## config.mk

```make
export PLATFORM = sky130hd
export DESIGN_NAME = multilevel_fifo_priority_queue_core
export DESIGN_NICKNAME = d
export VERILOG_FILES = /design/src/design/mfpq_pkg.sv /design/src/design/multilevel_fifo_priority_queue_core.sv /design/src/design/mfpq_match.sv
export SDC_FILE = /design/constraint.sdc
export NUM_CORES = 2
export LEC_CHECK = 0
export BUFFER_PORTS_ARGS = -buffer_cell sky130_fd_sc_hd__buf_4
export CAP_MARGIN = 20
export CORE_ASPECT_RATIO = 1.5
export CORE_UTILIZATION = 55
export CTS_BUF_LIST = sky130_fd_sc_hd__clkbuf_4 sky130_fd_sc_hd__clkbuf_8 sky130_fd_sc_hd__clkbuf_16
export DETAILED_ROUTE_END_ITERATION = 8
export PLACE_DENSITY = 0.73
export SYNTH_ARGS = -nofsm -noshare
export SYNTH_HDL_FRONTEND = slang
export SYNTH_SLANG_ARGS = --single-unit
```

## constraint.sdc

```tcl
create_clock -name clk -period 8.16 [get_ports clk]
set_clock_uncertainty 0.1 [all_clocks]
set_input_delay 0.408 -clock clk [delete_from_list [all_inputs] [get_ports clk]]
set_output_delay 0.408 -clock clk [all_outputs]
set_load 0.005 [all_outputs]
```

## src/design/mfpq_pkg.sv

```systemverilog
`timescale 1ns / 1ps
`default_nettype none

package mfpq_pkg;

  localparam int CAPACITY_DEF = 64;
  localparam int LEVELS_DEF   = 16;
  localparam int ID_BITS_DEF  = 16;

  localparam int KIND_W   = 2;
  localparam int FID_W    = 16;
  localparam int LV_W     = 4;
  localparam int STATUS_W = 3;
  localparam int STAMP_W  = 32;

  typedef enum logic [KIND_W-1:0] {
    KIND_ENQ = 2'd0,
    KIND_DEQ = 2'd1,
    KIND_REM = 2'd2,
    KIND_CHG = 2'd3
  } kind_t;

  typedef enum logic [STATUS_W-1:0] {
    ST_OK       = 3'd0,
    ST_DUP      = 3'd1,
    ST_NOTFOUND = 3'd2,
    ST_EMPTY    = 3'd3,
    ST_SAME     = 3'd4,
    ST_FULL     = 3'd5
  } status_t;

  typedef enum logic [2:0] {
    S_CLEAR,
    S_IDLE,
    S_SCAN,
    S_DRAIN,
    S_DONE
  } state_t;

  typedef struct packed {
    kind_t            kind;
    logic [FID_W-1:0] entry_id;
    logic [LV_W-1:0]  level;
  } in_t;

  typedef struct packed {
    status_t          status;
    logic [FID_W-1:0] out_id;
    logic [LV_W-1:0]  out_level;
  } out_t;

  // per-slot verdict of the compare unit
  typedef struct packed {
    logic id_hit;
    logic free;
    logic better;
  } hit_t;

endpackage

`default_nettype wire

```

## src/design/multilevel_fifo_priority_queue_core.sv

```systemverilog
`timescale 1ns / 1ps
`default_nettype none

// Channel   Ports                              Moves
// in        in_valid, in_ready, in_data        one operation (kind, entry_id, level)
// out       out_valid, out_ready, out_data     one result (status, out_id, out_level)
//
// Each operation reads the slot table one slot per cycle through a single
// compare unit, in the steps accept, scan of every slot, drain and update.
// rst_n is synchronous; after reset a clearing pass over the table marks
// every slot free, and in_ready stays low until it finishes.
// The result register frees the engine; a stalled out_ready holds the
// update cycle until the previous result is taken.

module multilevel_fifo_priority_queue_core import mfpq_pkg::*; #(
  parameter int CAPACITY = CAPACITY_DEF,
  parameter int LEVELS   = LEVELS_DEF,
  parameter int ID_BITS  = ID_BITS_DEF
) (
  input  logic clk,
  input  logic rst_n,
  input  logic in_valid,
  output logic in_ready,
  input  in_t  in_data,
  output logic out_valid,
  input  logic out_ready,
  output out_t out_data
);

  localparam int IDX_W  = $clog2(CAPACITY);
  localparam int CNT_W  = $clog2(CAPACITY + 1);
  localparam int ID_W   = (ID_BITS < FID_W) ? ID_BITS : FID_W;
  localparam int LV_MAX = (LEVELS > (1 << LV_W)) ? ((1 << LV_W) - 1) : (LEVELS - 1);

  // slot table
  logic               mem_vld   [CAPACITY];
  logic [ID_W-1:0]    mem_id    [CAPACITY];
  logic [LV_W-1:0]    mem_lv    [CAPACITY];
  logic [STAMP_W-1:0] mem_stamp [CAPACITY];

  logic               rd_vld_q;
  logic [ID_W-1:0]    rd_id_q;
  logic [LV_W-1:0]    rd_lv_q;
  logic [STAMP_W-1:0] rd_stamp_q;

  logic               wr_en;
  logic [IDX_W-1:0]   wr_addr;
  logic               wr_vld;
  logic [LV_W-1:0]    wr_lv;

  state_t             state_r, state_nxt;
  logic [CNT_W-1:0]   cnt_r, cnt_nxt;
  logic               pend_r, pend_nxt;
  logic [IDX_W-1:0]   pend_idx_r;
  logic [STAMP_W-1:0] counter_r, counter_nxt;
  logic               found_r, found_nxt;
  logic               free_have_r, free_have_nxt;
  logic               out_valid_r, out_valid_nxt;

  kind_t              kind_r;
  logic [ID_W-1:0]    id_r;
  logic [LV_W-1:0]    lv_r;
  logic [IDX_W-1:0]   found_idx_r, free_idx_r;
  logic [LV_W-1:0]    found_lv_r;
  logic [ID_W-1:0]    found_id_r;
  logic [STAMP_W-1:0] best_age_r;
  out_t               out_data_r, res;

  hit_t               hit;
  logic [STAMP_W-1:0] age;
  logic               take, take_free, accept, done_go;
  logic [LV_W-1:0]    lv_in;

  assign in_ready  = (state_r == S_IDLE);
  assign accept    = in_valid && in_ready;
  assign out_valid = out_valid_r;
  assign out_data  = out_data_r;
  assign done_go   = (state_r == S_DONE) && (!out_valid_r || out_ready);
  assign lv_in     = (in_data.level > LV_W'(LV_MAX)) ? LV_W'(LV_MAX) : in_data.level;

  mfpq_match #(
    .ID_W(ID_W)
  ) u_match (
    .slot_vld  (rd_vld_q),
    .slot_id   (rd_id_q),
    .slot_lv   (rd_lv_q),
    .slot_stamp(rd_stamp_q),
    .key_id    (id_r),
    .arrival   (counter_r),
    .best_have (found_r),
    .best_lv   (found_lv_r),
    .best_age  (best_age_r),
    .hit       (hit),
    .age       (age)
  );

  // dequeue keeps the best so far; the id searches keep the first hit
  assign take      = pend_r && ((kind_r == KIND_DEQ) ? hit.better : (hit.id_hit && !found_r));
  assign take_free = pend_r && hit.free && !free_have_r;

  always_ff @(posedge clk) begin
    if (wr_en) begin
      mem_vld[wr_addr]   <= wr_vld;
      mem_id[wr_addr]    <= id_r;
      mem_lv[wr_addr]    <= wr_lv;
      mem_stamp[wr_addr] <= counter_r;
    end
    rd_vld_q   <= mem_vld[cnt_r[IDX_W-1:0]];
    rd_id_q    <= mem_id[cnt_r[IDX_W-1:0]];
    rd_lv_q    <= mem_lv[cnt_r[IDX_W-1:0]];
    rd_stamp_q <= mem_stamp[cnt_r[IDX_W-1:0]];
  end

  always_comb begin
    state_nxt     = state_r;
    cnt_nxt       = cnt_r;
    pend_nxt      = 1'b0;
    counter_nxt   = counter_r;
    found_nxt     = found_r || take;
    free_have_nxt = free_have_r || take_free;
    out_valid_nxt = out_valid_r && !out_ready;
    wr_en         = 1'b0;
    wr_addr       = cnt_r[IDX_W-1:0];
    wr_vld        = 1'b0;
    wr_lv         = lv_r;
    res.status    = ST_OK;
    res.out_id    = '0;
    res.out_level = '0;

    // result of the finished search
    unique case (kind_r)
      KIND_ENQ: begin
        if (found_r) begin
          res.status    = ST_DUP;
          res.out_id    = FID_W'(id_r);
          res.out_level = found_lv_r;
        end else if (!free_have_r) begin
          res.status = ST_FULL;
        end else begin
          res.out_id    = FID_W'(id_r);
          res.out_level = lv_r;
        end
      end
      KIND_DEQ: begin
        if (!found_r) begin
          res.status = ST_EMPTY;
        end else begin
          res.out_id    = FID_W'(found_id_r);
          res.out_level = found_lv_r;
        end
      end
      KIND_REM, KIND_CHG: begin
        if (!found_r) begin
          res.status = ST_NOTFOUND;
        end else begin
          res.out_id    = FID_W'(id_r);
          res.out_level = found_lv_r;
          if (kind_r == KIND_CHG && found_lv_r == lv_r) begin
            res.status = ST_SAME;
          end
        end
      end
      default: res.status = ST_OK;
    endcase

    unique case (state_r)
      S_CLEAR: begin
        wr_en = 1'b1;
        if (cnt_r == CNT_W'(CAPACITY - 1)) begin
          state_nxt = S_IDLE;
        end
        cnt_nxt = cnt_r + 1'b1;
      end
      S_IDLE: begin
        if (accept) begin
          cnt_nxt       = '0;
          found_nxt     = 1'b0;
          free_have_nxt = 1'b0;
          state_nxt     = S_SCAN;
        end
      end
      S_SCAN: begin
        pend_nxt = 1'b1;
        if (cnt_r == CNT_W'(CAPACITY - 1)) begin
          state_nxt = S_DRAIN;
        end else begin
          cnt_nxt = cnt_r + 1'b1;
        end
      end
      S_DRAIN: begin
        state_nxt = S_DONE;
      end
      S_DONE: begin
        if (done_go) begin
          out_valid_nxt = 1'b1;
          state_nxt     = S_IDLE;
          unique case (kind_r)
            KIND_ENQ: begin
              if (!found_r && free_have_r) begin
                wr_en       = 1'b1;
                wr_addr     = free_idx_r;
                wr_vld      = 1'b1;
                counter_nxt = counter_r + 1'b1;
              end
            end
            KIND_DEQ, KIND_REM: begin
              // drop the entry
              wr_en   = found_r;
              wr_addr = found_idx_r;
            end
            KIND_CHG: begin
              // move to the tail of the new level
              if (found_r && found_lv_r != lv_r) begin
                wr_en       = 1'b1;
                wr_addr     = found_idx_r;
                wr_vld      = 1'b1;
                counter_nxt = counter_r + 1'b1;
              end
            end
            default: wr_en = 1'b0;
          endcase
        end
      end
      default: state_nxt = S_CLEAR;
    endcase
  end

  always_ff @(posedge clk) begin
    if (!rst_n) begin
      state_r     <= S_CLEAR;
      cnt_r       <= '0;
      pend_r      <= 1'b0;
      counter_r   <= '0;
      found_r     <= 1'b0;
      free_have_r <= 1'b0;
      out_valid_r <= 1'b0;
    end else begin
      state_r     <= state_nxt;
      cnt_r       <= cnt_nxt;
      pend_r      <= pend_nxt;
      counter_r   <= counter_nxt;
      found_r     <= found_nxt;
      free_have_r <= free_have_nxt;
      out_valid_r <= out_valid_nxt;
    end
  end

  always_ff @(posedge clk) begin
    pend_idx_r <= cnt_r[IDX_W-1:0];
    if (accept) begin
      kind_r <= in_data.kind;
      id_r   <= in_data.entry_id[ID_W-1:0];
      lv_r   <= lv_in;
    end
    if (take) begin
      found_idx_r <= pend_idx_r;
      found_lv_r  <= rd_lv_q;
      found_id_r  <= rd_id_q;
      best_age_r  <= age;
    end
    if (take_free) begin
      free_idx_r <= pend_idx_r;
    end
    if (done_go) begin
      out_data_r <= res;
    end
  end

`ifndef SYNTHESIS
  a_pend_in_scan: assert property (@(posedge clk) disable iff (!rst_n)
    pend_r |-> (state_r == S_SCAN || state_r == S_DRAIN))
    else $error("slot data pending outside a scan");

  a_stamp_on_update: assert property (@(posedge clk) disable iff (!rst_n)
    ($past(rst_n) && counter_r != $past(counter_r)) |-> $past(state_r == S_DONE))
    else $error("arrival counter moved outside the update cycle");

  a_result_from_done: assert property (@(posedge clk) disable iff (!rst_n)
    ($past(rst_n) && $rose(out_valid_r)) |-> $past(state_r == S_DONE))
    else $error("result raised outside the update cycle");

  a_found_from_slot: assert property (@(posedge clk) disable iff (!rst_n)
    ($past(rst_n) && $rose(found_r)) |-> $past(pend_r))
    else $error("match flagged without slot data");
`endif

endmodule

`default_nettype wire

```

## src/design/mfpq_match.sv

```systemverilog
`timescale 1ns / 1ps
`default_nettype none

module mfpq_match import mfpq_pkg::*; #(
  parameter int ID_W = ID_BITS_DEF
) (
  input  logic               slot_vld,
  input  logic [ID_W-1:0]    slot_id,
  input  logic [LV_W-1:0]    slot_lv,
  input  logic [STAMP_W-1:0] slot_stamp,
  input  logic [ID_W-1:0]    key_id,
  input  logic [STAMP_W-1:0] arrival,
  input  logic               best_have,
  input  logic [LV_W-1:0]    best_lv,
  input  logic [STAMP_W-1:0] best_age,
  output hit_t               hit,
  output logic [STAMP_W-1:0] age
);

  // age wraps modulo 2^32, same as the stamp counter
  assign age = arrival - slot_stamp;

  always_comb begin
    hit.id_hit = slot_vld && (slot_id == key_id);
    hit.free   = !slot_vld;
    hit.better = slot_vld && (!best_have || (slot_lv > best_lv) ||
                              ((slot_lv == best_lv) && (age > best_age)));
  end

endmodule

`default_nettype wire
```

# After elaboration in Yosys (flattened, before gate mapping)
# Memory sizes are Yosys's and may differ from the RTL's. A register that Yosys moved wholly into a read port is not among the register bits.
# Index checks and enable logic that the tools add are counted.
[classes] addsub=3 order_cmp=3 n_eq_ne=19 n_mux=43 reduce_logical=32
[ops] cell="one-hot mux 23 bit (3 select lines)" n=1
[ops] cell="two-way mux 32 bit" n=2
[ops] cell="one-hot mux 32 bit (2 select lines)" n=1
[ops] cell="two-way mux 20 bit" n=3
[ops] cell="adder 32 x 1 -> 32 bit, second input constant" n=1
[ops] cell="> comparator 32 bit" n=1
[ops] cell="subtractor 32 bit" n=1
[ops] cell="two-way mux 6 bit" n=4
[ops] cell="two-way mux 23 bit" n=1
[ops] cell="two-way mux 3 bit" n=7
[ops] cell="one-hot mux 7 bit (3 select lines)" n=1
[ops] cell="one-hot mux 6 bit (3 select lines)" n=1
[ops] cell="== test 16 bit" n=1
[ops] cell="two-way mux 1 bit" n=15
[ops] cell="one-hot mux 3 bit (5 select lines)" n=1
[ops] cell="two-way mux 7 bit" n=2
[ops] cell="logical AND 1 bit" n=13
[ops] cell="inequality test 2 bit, second input constant" n=5
[ops] cell="== test 4 bit" n=2
[ops] cell="adder 7 x 1 -> 7 bit, second input constant" n=1
[ops] cell="== test 7 x 6 -> 1 bit, second input constant" n=1
[ops] cell="== test 3 x 2 -> 1 bit, second input constant" n=2
[ops] cell="logical NOT 1 bit" n=5
[ops] cell="logical OR 1 bit" n=5
[ops] cell="other kinds (19)" n=23
[word_totals] ff_bits=161 mem_bits_rw=3392 in_bits=26 out_inout_bits=25 wordCells=123 mem_count=4
[mem_list] memory="mem_stamp" words=64 word_bits=32 rd=1 rd_clocked_by_memory_dff=1 write_ports=1 line="multilevel_fifo_priority_queue_core.sv:39" rtl="logic [STAMP_W-1:0] mem_stamp [CAPACITY];"
[mem_list] memory="mem_id" words=64 word_bits=16 rd=1 rd_clocked_by_memory_dff=1 write_ports=1 line="multilevel_fifo_priority_queue_core.sv:37" rtl="logic [ID_W-1:0] mem_id [CAPACITY];"
[mem_list] memory="mem_lv" words=64 word_bits=4 rd=1 rd_clocked_by_memory_dff=1 write_ports=1 line="multilevel_fifo_priority_queue_core.sv:38" rtl="logic [LV_W-1:0] mem_lv [CAPACITY];"
[mem_list] memory="mem_vld" words=64 word_bits=1 rd=1 rd_clocked_by_memory_dff=1 write_ports=1 line="multilevel_fifo_priority_queue_core.sv:36" rtl="logic mem_vld [CAPACITY];"

# Logic depth before layout (Yosys ltp)
[depth] ltp_word=10 mapped_depth=22 mapped_depth_nobuf=22

# Cells and area by module
# Synthesis repeated with hierarchy kept, for this count alone.
[unflattened] cells_unflattened=6466 area_unflattened_um2=139511.3
[modules_own_cells] mod="multilevel_fifo_priority_queue_core" n_inst=1 cells_per_inst=5990 area_per_inst_um2=136140.6 seq_area_each_um2=107232.8
[modules_own_cells] mod="mfpq_match" n_inst=1 cells_per_inst=476 area_per_inst_um2=3370.7 seq_area_each_um2=0.0

# Worst setup path after synthesis
# Ideal clock, no wire load.
[synth_timing] kind="flip-flop to flip-flop" startpoint="register counter_r[6]" endpoint="register best_age_r[0], enable pin" setup_ns=0.493 arrival_time_ns=7.310 slack_ns=0.257 stages_incl_launch_ff=20 path_buffers=0 synth_period_minus_slack_ns=7.903 path_cell_list="dfxtp_1 ha_1 a211oi_1 nor2_1 or4_1 o22a_1 a21o_1 a31o_1 a21o_1 a21oi_1 xnor2_1 ha_1 a21o_1 a21o_1 a21oi_1 o21ai_0 a21o_1 a21oi_1 or3_1 a21oi_1"
[synth_between] elab_chain_cells=7
[synth_rtl] element="start, declared" line="multilevel_fifo_priority_queue_core.sv:55" rtl="logic [STAMP_W-1:0] counter_r, counter_nxt;"
[synth_rtl] element="start signal, assigned" line="multilevel_fifo_priority_queue_core.sv:241" rtl="counter_r <= counter_nxt;"
[synth_rtl] element="subtractor 32 bit" line="mfpq_match.sv:21" rtl="assign age = arrival - slot_stamp;"
[synth_rtl] element="net age[17]" line="multilevel_fifo_priority_queue_core.sv:70" rtl="logic [STAMP_W-1:0] age;"
[synth_rtl] element="> comparator 32 bit" line="mfpq_match.sv:27" rtl="((slot_lv == best_lv) && (age > best_age)));"
[synth_rtl] element="logical AND 1 bit" line="mfpq_match.sv:27"
[synth_rtl] element="logical OR 1 bit" line="mfpq_match.sv:26" rtl="hit.better = slot_vld && (!best_have || (slot_lv > best_lv) ||"
[synth_rtl] element="logical AND 1 bit" line="mfpq_match.sv:26"
[synth_rtl] element="two-way mux 1 bit" line="multilevel_fifo_priority_queue_core.sv:98" rtl="assign take = pend_r && ((kind_r == KIND_DEQ) ? hit.better : (hit.id_hit && !found_r));"
[synth_rtl] element="logical AND 1 bit" line="multilevel_fifo_priority_queue_core.sv:98"
[synth_rtl] element="net take" line="multilevel_fifo_priority_queue_core.sv:71" rtl="logic take, take_free, accept, done_go;"
[synth_rtl] element="end signal, assigned" line="multilevel_fifo_priority_queue_core.sv:259" rtl="best_age_r <= age;"
[synth_rtl] element="end, declared" line="multilevel_fifo_priority_queue_core.sv:66" rtl="logic [STAMP_W-1:0] best_age_r;"
# The timed path passes the listed nets, and every way through them passes these cells.
# A chain may end at the register's enable or synchronous reset.

# Final worst setup path
[layout_timing] startpoint="register counter_r[1]" endpoint="register found_id_r[6], enable pin"
[layout_between] elab_chain_cells=7
[layout_rtl] element="subtractor 32 bit" line="mfpq_match.sv:21"
[layout_rtl] element="net age[28]" line="multilevel_fifo_priority_queue_core.sv:70"
[layout_rtl] element="> comparator 32 bit" line="mfpq_match.sv:27"
[layout_rtl] element="logical AND 1 bit" line="mfpq_match.sv:27"
[layout_rtl] element="logical OR 1 bit" line="mfpq_match.sv:26"
[layout_rtl] element="logical AND 1 bit" line="mfpq_match.sv:26"
[layout_rtl] element="two-way mux 1 bit" line="multilevel_fifo_priority_queue_core.sv:98"
[layout_rtl] element="logical AND 1 bit" line="multilevel_fifo_priority_queue_core.sv:98"
[layout_rtl] element="net take" line="multilevel_fifo_priority_queue_core.sv:71"
[layout_rtl] element="end signal, assigned" line="multilevel_fifo_priority_queue_core.sv:258" rtl="found_id_r <= rd_id_q;"
[layout_rtl] element="end, declared" line="multilevel_fifo_priority_queue_core.sv:65" rtl="logic [ID_W-1:0] found_id_r;"
# The timed path passes the listed nets, and every way through them passes these cells.

==> results.txt <==
- In this run the core area contains 225 standard-cell rows.
- The analysis attributes to cell leakage a power of roughly 0.052 uW.
- A synthesized cell averages around 24 um^2.
* Count of mapped cells out of synthesis: 5,762
- Cells on worst reg2reg path: 19
- The number of clock buffers added by TritonCTS is just over 300.
- Floorplan die area: 254,000 um^2
* Total core area: around 250,000 um^2
* Wirelength per Cell: roughly 37 um
* Max-slew headroom at the worst pin: between 20% and 30%
* Required time at the worst-slack endpoint: about 8.6 ns
* Cell Area, Synth: roughly 140,000 um^2
- Setup repair after global routing left no endpoint under its margin.
- At the end of the flow, the number of nets in the layout was roughly 6,200.
* Worst R2R Setup Slack: about 1.7 ns
- Total length of routed met2 wires: approximately 190 mm
- At the end of routability-driven placement, the weighted congestion stood at just under 0.9.
* Iteration-0 DRC Markers: 9,181
* Total power of the final layout: between 30,000 and 40,000 uW
- GRT overflow: 0
* IO buf count: 50
- Antenna Violating Nets Remaining: 0
* Overall global routing resource usage: 28.6%
- Router iterations before antenna repair: 6
* Top area cells in the synthesized netlist: sky130_fd_sc_hd__edfxtp_1 (76%), sky130_fd_sc_hd__mux4_2 (18%), sky130_fd_sc_hd__dfxtp_1 (1.5%), sky130_fd_sc_hd__ha_1 (0.67%), sky130_fd_sc_hd__clkbuf_1 (0.45%)
- For this run, the share of the core covered by cells in the final layout is 61.9%.
* Clock Path Buffers: 4
- Worst Path Class, Setup: flip-flop to flip-flop
- Summed over all layers, the routed wires come to about 360 mm.
- In the synthesized netlist the dominant register cell turns out to be sky130_fd_sc_hd__edfxtp_1.
- The run finished with clean final reports.
* Number of antenna violations at the first check in global routing: 12
- Crit start category: flip-flop
* Top metal layer carrying routed signals: met5
- # fillers: 15,900
- In the routed design, unresolved DRC markers number 0.
* DP Area: around 140,000 um^2
* Launch point of the worst reg-to-reg path: counter_r[1]
- Final worst slack: 1.72 ns
* Total non-filler cell area in the finished layout: 155,000 um^2
* Largest net degree at the start of global routing: 140
- Number of slew-limit violations in the final report: 0
* Detail-routed via count per cell: between 6 and 7
- The H-tree generated during clock tree synthesis spans 5 levels.
* Die Y-Extent: 616 um
- Via count: roughly 66,000
- Summed over its instances, the top area cell type makes up ~76% of the synthesized netlist area.
- Final hold viol count: 0
- Clock period minus final worst setup slack: roughly 6.4 ns
- For this run, the number of Yosys warnings is 0.
* Number of sinks handled by clock tree synthesis: roughly 3,600
- Destination of the critical timing path: found_id_r[6]
- The first global-routing pass estimated 503 mm of wire.
- Sequential element share of the synthesized area: roughly 78%
- Static timing analysis puts the maximum clock frequency at between 150 and 200 MHz.
* Die Wd: approximately 410 um
* Met3 wire length: 34.2 mm
- M1 WL: ~120 mm
- Endpoint of the most critical register-to-register path: found_id_r[6]
* Most frequent standard cell in the layout excluding fill and tap cells: sky130_fd_sc_hd__edfxtp_1
- Cell accounting for the most synthesized area: sky130_fd_sc_hd__edfxtp_1
- Fraction of layout instances using a drive strength above 1: about a third
* Effective utilization at floorplan: 55.3%
* Number of global-route vias before repair: between 60,000 and 70,000
- Tracing the worst setup path back leads to its startpoint at counter_r[1].
* IO Pins: between 50 and 60
- Number of cells upsized or downsized after cts: 0
* Clock root buffer: sky130_fd_sc_hd__clkbuf_16
* Unique cell type count in the Yosys netlist: 66
- The tightest min-delay check is of the input pin to flip-flop type.
- Clock tree from TritonCTS: yes
- In the synthesized netlist the async set-or-reset flop fraction comes to 0%.
- The worst-case IR drop observed on VDD is 0.000231 V.
- Max-cap violations in this run came to 0.
- The later pin in the worst-skew pair is clocked with a latency of 0.90 ns.
* Number of flops mapped to enable cells by yosys: roughly 3,500
- Detailed-placement wirelength estimate: ~190 mm
* Slew at the pin closest to its max-slew limit: approximately 1.2 ns
- Layout-stage area growth over the synthesis result: 11.9%
- Power density cells: about 240 nW/um^2
* Maximum net fanout on the critical path: 65
- Part of the cycle the worst path needs: 79.0%
- Number of flip-flops and latches in the synthesized netlist: roughly 3,600
- Worst slack after detailed placement: 1.78 ns
- Clk pin slew, worst setup/hold paths: around 0.07 ns
- Most used cells in the layout excluding fill and tap cells: sky130_fd_sc_hd__edfxtp_1 (3,501), sky130_fd_sc_hd__mux4_2 (1,113), sky130_fd_sc_hd__clkbuf_16 (319)
* CP Capture Type: flip-flop
* Setup Total Neg Slack: 0 ns
- Endpoints failing setup: 0
- Nets in the synthesized netlist: slightly below 6,000
- For the worst setup path, the data arrival time is 6.85 ns.
[worst min path at each step]
stage | start | to | slack (ns) | depth (start not counted)
2_1_floorplan | cnt_r[2] | pend_idx_r[2] | 0.24 | 0
3_3_place_gp | pend_idx_r[2] | free_idx_r[2] | 0.30 | 0
3_5_place_dp | pend_idx_r[4] | free_idx_r[4] | 0.32 | 0
4_1_cts | in_data[2] | lv_r[2] | 0.10 | 2
5_1_grt | in_data[16] | id_r[12] | 0.13 | 2
6_report | in_data[1] | lv_r[1] | 0.13 | 2
[area by class of cell]
type                       instances  area [um^2]  area share [%]
antenna                            7         17.5          0.0113
clock buffer                     389         8600            5.55
clock inverter                   167         1650            1.06
inverter                         102          383           0.247
multi-input combinational       1778        30100            19.5
sequential                      3606       107000            69.3
tap                             3291         4120            2.66
timing repair buffer             292         2670            1.72
[layer usage]
layer	vias up	GRT usage (%)
met4	10	12.5
li1	25300	-
met2	4300	49.2
met1	35100	35.9
met3	886	4.73
met5	-	0
[registers in the layout (all words and copies together) (netlist names), 7 cells and up]
name and cells:
best_age_r 32, cnt_r 7, counter_r 32, found_id_r 16, id_r 16, mem_id 1024
mem_lv 256, mem_stamp 2048, mem_vld 64, out_data 23, rd_id_q 16, rd_stamp_q 32
[synthesized netlist by cell type, types with 6 or more instances]
cell and count:
sky130_fd_sc_hd__nor4_1 6, sky130_fd_sc_hd__mux4_2 1113, sky130_fd_sc_hd__a21boi_0 9, sky130_fd_sc_hd__xor2_1 15, sky130_fd_sc_hd__o21a_1 7, sky130_fd_sc_hd__o21ai_0 30, sky130_fd_sc_hd__nor2b_1 14, sky130_fd_sc_hd__nor3_1 15
sky130_fd_sc_hd__nor2_1 101, sky130_fd_sc_hd__a221oi_1 7, sky130_fd_sc_hd__xnor2_1 53, sky130_fd_sc_hd__a21boi_1 6, sky130_fd_sc_hd__a21oi_1 40, sky130_fd_sc_hd__ha_1 74, sky130_fd_sc_hd__dfxtp_1 105, sky130_fd_sc_hd__nand2_1 52
sky130_fd_sc_hd__inv_1 102, sky130_fd_sc_hd__or3_1 23, sky130_fd_sc_hd__buf_1 57, sky130_fd_sc_hd__a21o_1 28, sky130_fd_sc_hd__nand4_1 18, sky130_fd_sc_hd__buf_2 52, sky130_fd_sc_hd__o22ai_1 8, sky130_fd_sc_hd__nand3_1 17
sky130_fd_sc_hd__a22o_1 20, sky130_fd_sc_hd__and2_1 22, sky130_fd_sc_hd__and3_1 16, sky130_fd_sc_hd__clkbuf_1 165, sky130_fd_sc_hd__edfxtp_1 3501, sky130_fd_sc_hd__nand2b_1 8, sky130_fd_sc_hd__nor3b_1 6
[worst max-delay path: stages (launching register included)]
cell,delay [ns]
sky130_fd_sc_hd__dfxtp_2,0.36
sky130_fd_sc_hd__buf_4,0.50
sky130_fd_sc_hd__inv_1,0.16
sky130_fd_sc_hd__fa_1,0.48
sky130_fd_sc_hd__nor2b_1,0.13
sky130_fd_sc_hd__o21ai_0,0.10
sky130_fd_sc_hd__a21oi_1,0.30
sky130_fd_sc_hd__o31ai_1,0.11
sky130_fd_sc_hd__o21ai_0,0.21
sky130_fd_sc_hd__a21oi_1,0.26
sky130_fd_sc_hd__a21oi_1,0.44
sky130_fd_sc_hd__mux2i_1,0.26
sky130_fd_sc_hd__o2111ai_1,0.18
sky130_fd_sc_hd__ha_1,0.35
sky130_fd_sc_hd__nand4_1,0.10
sky130_fd_sc_hd__nor4_1,0.25
sky130_fd_sc_hd__nand2_1,0.12
sky130_fd_sc_hd__o311a_1,0.40
sky130_fd_sc_hd__a21oi_4,0.50
sky130_fd_sc_hd__buf_4,0.68
[where the power goes]
group / total, uW / switching, uW / internal (uW) / leakage [uW]
logic: 1790 / 974 / 811 / 0.0102
clock network: 15000 / 6550 / 8460 / 0.00512
registers: 20200 / 79.5 / 20100 / 0.0370
total: 37000 / 7610 / 29400 / 0.0523
[timing repair]
action,in CTS,in global routing
buffers inserted,0,0
hold buffers,26,0
hold endpoints to repair,58,0
[kinds of logic (layout without fill, tap and decap cells)]
kind of cell | after synthesis | count (layout) | synth area share [%]
AOI/OAI and AO/OA | 197 | 197 | 0.986
DFF | 3606 | 3606 | 77.5
xor gates and xnor gates | 68 | 68 | 0.430
and+or+nand+nor | 321 | 321 | 1.17
buffers and inverters | 378 | 950 | 1.08
other | 0 | 7 | 0
muxes | 1117 | 1117 | 18.1
adders and majority gates | 75 | 75 | 0.684
[per-stage QoR]
step,hold slack (ns),instances
after floorplan,0.244,5762
after global placement,0.304,9034
after detailed placement,0.315,9040
after CTS,0.104,9622
after global routing,0.131,9626
final,0.132,9632
(Power assumes the default switching activity.)
